`src/sv/gha_pkg.sv`:
```
// Shared types and constants for the generational handle allocator.
package gha_pkg;

    localparam int SLOT_COUNT = 256;
    localparam int SLOT_W     = $clog2(SLOT_COUNT);
    localparam int CNT_W      = $clog2(SLOT_COUNT + 1);
    localparam int GEN_W      = 16;
    localparam int NAME_W     = 32;
    localparam int FUNC_W     = 4;

    localparam logic [FUNC_W-1:0] FN_CREATE     = 4'd0;
    localparam logic [FUNC_W-1:0] FN_DESTROY    = 4'd1;
    localparam logic [FUNC_W-1:0] FN_ALIVE      = 4'd2;
    localparam logic [FUNC_W-1:0] FN_ACTIVE_Q   = 4'd3;
    localparam logic [FUNC_W-1:0] FN_SET_ACTIVE = 4'd4;
    localparam logic [FUNC_W-1:0] FN_SET_NAME   = 4'd5;
    localparam logic [FUNC_W-1:0] FN_GET_NAME   = 4'd6;
    localparam logic [FUNC_W-1:0] FN_FIND       = 4'd7;
    localparam logic [FUNC_W-1:0] FN_COUNT      = 4'd8;

    typedef enum logic [1:0] {
        ST_IDLE,
        ST_POP,
        ST_FIND,
        ST_EXEC
    } state_t;

    typedef struct packed {
        logic              alive;
        logic              active;
        logic [GEN_W-1:0]  gen;
        logic [NAME_W-1:0] name;
    } slot_entry_t;

    typedef struct packed {
        logic peek;
        logic take;
        logic push;
    } stack_cmd_t;

endpackage

```
`src/sv/gha_free_stack.sv`:
```
// LIFO of freed slot numbers with its depth counter and registered top read.
module gha_free_stack import gha_pkg::*; (
    input  logic              aclk,
    input  logic              aresetn,
    input  stack_cmd_t        cmd,
    input  logic [SLOT_W-1:0] push_slot,
    output logic [CNT_W-1:0]  depth,
    output logic [SLOT_W-1:0] top_slot
);

    logic [SLOT_W-1:0] stack_mem [SLOT_COUNT];
    logic [SLOT_W-1:0] top_reg;
    logic [CNT_W-1:0]  depth_reg;
    logic [CNT_W-1:0]  depth_next;
    logic [SLOT_W-1:0] top_addr;

    assign top_addr = SLOT_W'(depth_reg - CNT_W'(1));

    always_comb begin
        depth_next = depth_reg;
        priority if (cmd.push) begin
            depth_next = depth_reg + CNT_W'(1);
        end else if (cmd.take) begin
            depth_next = depth_reg - CNT_W'(1);
        end else begin
            depth_next = depth_reg;
        end
    end

    always_ff @(posedge aclk) begin
        if (!aresetn) begin
            depth_reg <= '0;
        end else begin
            depth_reg <= depth_next;
        end
    end

    // Read the top entry ahead of the pop that commits it
    always_ff @(posedge aclk) begin
        if (cmd.push) begin
            stack_mem[depth_reg[SLOT_W-1:0]] <= push_slot;
        end
        if (cmd.peek) begin
            top_reg <= stack_mem[top_addr];
        end
    end

    assign depth    = depth_reg;
    assign top_slot = top_reg;

endmodule

```
`config.mk`:
```
export PLATFORM = sky130hd
export DESIGN_NAME = gha_free_stack
export DESIGN_NICKNAME = d
export VERILOG_FILES = /design/src/sv/gha_pkg.sv /design/src/sv/gha_free_stack.sv
export SDC_FILE = /design/constraint.sdc
export NUM_CORES = 2
export LEC_CHECK = 0
export ABC_AREA = 1
export BUFFER_PORTS_ARGS = -buffer_cell sky130_fd_sc_hd__buf_2
export CORE_MARGIN = 2
export CORE_UTILIZATION = 45
export CTS_CLUSTER_DIAMETER = 150
export DETAILED_ROUTE_END_ITERATION = 8
export PLACE_DENSITY = 0.65
export SYNTH_ARGS = -nofsm -noshare
export SYNTH_HDL_FRONTEND = slang
export SYNTH_SLANG_ARGS = --single-unit
export TNS_END_PERCENT = 50
```
`constraint.sdc`:
```
create_clock -name aclk -period 8.9 [get_ports aclk]
set_clock_uncertainty 0.05 [all_clocks]
set_input_delay 1.78 -clock aclk [delete_from_list [all_inputs] [get_ports aclk]]
set_output_delay 1.78 -clock aclk [all_outputs]
set_load 0.01 [all_outputs]
```
==> metrics.log <==
INFO  metric outcome = finished, final reports clean
INFO  metric post_synth_inst_count = 7,080
INFO  metric worst-setup-path-type = reg2reg
INFO  metric fillCellCount = 15.92k
INFO  metric path_common_cell = sky130_fd_sc_hd__nand3_1
INFO  metric timing_worst_slew_pin_value = 1.365 ns
INFO  metric synth_area_leaders = sky130_fd_sc_hd__edfxtp_1 (74%), sky130_fd_sc_hd__nand3_1 (12%), sky130_fd_sc_hd__nand2_1 (9.6%)
INFO  metric largest_reg_flops = 2,048
INFO  metric yosysWarnings = 0
INFO  metric cp-end-kind = flip-flop
INFO  metric slew_headroom = 9.010%
INFO  metric globalRouteTotalUtil = 23.60%
INFO  metric dieArea = 189,800 µm²
INFO  metric total_leakage_power = 31.35 nW
INFO  metric final.period_utilization = 69.71%
INFO  metric detail_route.vias_per_cell = 5.808
INFO  metric arrival = 6.86 ns
INFO  metric largest_net_degree_at_the_start_of_global_routing = 200
INFO  metric worstRegToRegCells = 15
INFO  metric cts_buffers = 197
INFO  metric placeableCoreArea = 185,200 µm²
INFO  metric synth-edff-count = 2,056
INFO  metric grt_pass1_wl = 340.5 mm
INFO  metric ctsHtreeMaxLevel = 4
INFO  metric placement.cell_area = 85,730 µm²
INFO  metric synth.cells.most_frequent = sky130_fd_sc_hd__nand2_1 (2,141), sky130_fd_sc_hd__edfxtp_1 (2,056), sky130_fd_sc_hd__nand3_1 (2,026)
INFO  metric cp-startpoint = depth[0]
INFO  metric fp.dieW = 435.6 µm
INFO  metric crit-reg2reg-launch = depth[0]
INFO  metric report.power.total = 22.17 mW
INFO  metric placementRows = 158
INFO  metric drt_first_iter_violations = 8,089
INFO  metric clock_latency_on_the_worst_skew_pair = 0.83 ns
INFO  metric cp_num_cells = 15
INFO  metric io_buffers = 29
INFO  metric power.density = 241.0 nW/µm²
INFO  metric detailedRoute.firstPassIterationCount = 5
INFO  metric cts_root_buffer = sky130_fd_sc_hd__clkbuf_16
INFO  metric mappedNetlistArea = 83,830 µm²
INFO  metric clkSinkCount = 2,065
INFO  metric slew_viol_final = 0
INFO  metric critPathSlowestCell = sky130_fd_sc_hd__buf_4
INFO  metric worst-r2r-setup-slack = 2.70 ns
INFO  metric dp_hpwl = 125.9 mm
INFO  metric postCtsHoldBufs = 0
INFO  metric synth.top_cell.area_share = 73.65%
INFO  metric classification_of_the_worst_slack_hold_path = reg2reg
INFO  metric worst_r2r_dst = top_slot[4]
INFO  metric num_vias = 55.44k
INFO  metric wl_cell = 23.96 µm
INFO  metric synth.distinct_cells = 29
INFO  metric cts_resized = 0
INFO  metric cts.reportedPaths.clkPinSlew = 0.07 ns
INFO  metric mappedNetlistNets = 7,097
INFO  metric postCtsSetupRepairBufs = 0
INFO  metric worstSetupEndpoint = top_slot[4]
INFO  metric cp.required = 9.56 ns
INFO  metric detail-route-antenna-nets = 0
INFO  metric biggest_cell_delay_along_the_critical_path = 0.88 ns
INFO  metric clock.fmax = 161.2 MHz
INFO  metric synth_most_common_cell = sky130_fd_sc_hd__nand2_1
INFO  metric starting_density_of_the_core = 45.26%
INFO  metric hold_viol = 0
INFO  metric antenna_found_initial = 10
INFO  metric crit_family = buffers and inverters
INFO  metric flow.area_growth_from_synthesis = 9.728%
INFO  metric crit_path_cell_trace = inv_8 > buf_4 > buf_4 > buf_4 > buf_4 > nand2_1 > nand3_1 > nand3_1 > nand3_1 > nand3_1 > nand3_1 > nand3_1 > nand2_1 > nand2_1 > nand2_1
INFO  metric io_pins = 30
INFO  metric yosysSeqAreaShare = 73.86%
INFO  metric setup_viol = 0
INFO  metric cp.buffers_inverters = 5
INFO  metric yosys_most_used_dff = sky130_fd_sc_hd__edfxtp_1
INFO  metric grt_remaining_overflow = 0
INFO  metric place_congestion = 0.8653
INFO  metric yosysTopAreaCell = sky130_fd_sc_hd__edfxtp_1
INFO  metric nNetsFinal = 6,916
INFO  metric synth.ff_latch_count = 2,065
INFO  metric drv.max_cap_violation_count = 0
INFO  metric die-height = 435.6 µm
INFO  metric async_flop_share = 0%
INFO  metric totalWireLength = 228.7 mm
INFO  metric finish.utilization = 49.66%
INFO  metric setup-tns-final = 0 ns
INFO  metric vdd_ir_drop_max = 0.2027 mV
INFO  metric post_layout_min_period = 6.204 ns
INFO  metric critPathMaxFanout = 101
INFO  metric timing.critical_path.from_type = flip-flop
INFO  metric ctsLongestPathBuffers = 3
INFO  metric fin_area = 91,990 µm²
INFO  metric cts_tree = yes
INFO  metric grt_pass1_vias = 51.80k
INFO  metric route.detailed.drc = 0
INFO  metric grt_setup_unrepaired = no
INFO  metric layout-drive-gt1-share = 5.594%
INFO  metric syn_avg_cell_area = 11.84 µm²
[worst reg2reg max path, cell delays in order (launching register included)]
cell and delay [ns]:
sky130_fd_sc_hd__dfxtp_4 0.60, sky130_fd_sc_hd__inv_8 0.57, sky130_fd_sc_hd__buf_4 0.88, sky130_fd_sc_hd__buf_4 0.93
sky130_fd_sc_hd__buf_4 0.88, sky130_fd_sc_hd__buf_4 0.92, sky130_fd_sc_hd__nand2_1 0.14, sky130_fd_sc_hd__nand3_1 0.11
sky130_fd_sc_hd__nand3_1 0.09, sky130_fd_sc_hd__nand3_1 0.19, sky130_fd_sc_hd__nand3_1 0.12, sky130_fd_sc_hd__nand3_1 0.13
sky130_fd_sc_hd__nand3_1 0.21, sky130_fd_sc_hd__nand2_1 0.13, sky130_fd_sc_hd__nand2_1 0.05, sky130_fd_sc_hd__nand2_1 0.07
[power by group]
group	internal, mW	switching (mW)	total [mW]
clock	4.63	3.61	8.24
sequential	10.7	0.0479	10.8
combinational	0.751	2.39	3.14
total	16.1	6.05	22.2
[cell families after synthesis]
family,count (synthesis),share of synthesized area [%]
AND/OR/NAND/NOR,4460,23.02
flip-flops,2065,73.86
buffers and inverters,529,2.867
AO/OA/AOI/OAI,18,0.1284
XOR/XNOR,4,0.05970
adder cells (fa/ha/maj),4,0.05970
[stage by stage]
| step | hold slack, ns | cells | setup WS (ns) |
|---|---|---|---|
| final | 0.6286 | 9545 | 2.696 |
| after global routing | 0.6554 | 9544 | 2.282 |
| after CTS | 0.6181 | 9541 | 2.671 |
| after detailed placement | 0.6087 | 9180 | 2.699 |
| after global placement | 0.6103 | 9180 | 2.779 |
| after floorplan | 0.4865 | 7080 | 5.448 |
[placed cells by master, fill, tap and decap left out, types with 36 or more instances in the layout]
cell type                   count
sky130_fd_sc_hd__clkbuf_1      44
sky130_fd_sc_hd__nand3_1     2026
sky130_fd_sc_hd__nand2_1     2137
sky130_fd_sc_hd__clkinv_1      49
sky130_fd_sc_hd__edfxtp_1    2056
sky130_fd_sc_hd__inv_1         36
sky130_fd_sc_hd__buf_4         63
sky130_fd_sc_hd__nor2_1       284
sky130_fd_sc_hd__clkbuf_16    203
sky130_fd_sc_hd__clkinv_2      40
[worst min-delay path by stage]
stage	start	to	cells past startpoint
2_1_floorplan	depth[8]	depth[8]	2
3_3_place_gp	depth[3]	depth[3]	2
3_5_place_dp	depth[3]	depth[3]	2
4_1_cts	depth[3]	depth[3]	2
5_1_grt	depth[4]	depth[5]	2
6_report	depth[4]	depth[5]	2
[layout make-up]
class,instances,area (µm²),area share (%)
multi-input cells,4486,19600,21.31
flip-flops and latches,2065,61920,67.32
clock buffers,247,5245,5.702
inverters,46,187.7,0.2040
repair buffers,103,918.4,0.9984
well taps,2480,3103,3.373
clock inverters,114,999.7,1.087
diodes,4,10.01,0.01088
[per-layer routing]
layer / vias up / track usage (%) / part of all wire [%] / wire length, µm
met5: - / 0 / 0.010 / 24
met4: 4 / 8.966 / 3.6 / 8229
met3: 418 / 4.408 / 9.9 / 22690
met2: 3031 / 35.65 / 46 / 104600
met1: 27190 / 34.02 / 41 / 93080
li1: 24790 / - / - / -
No activity file was read; power rests on OpenSTA's default activity.
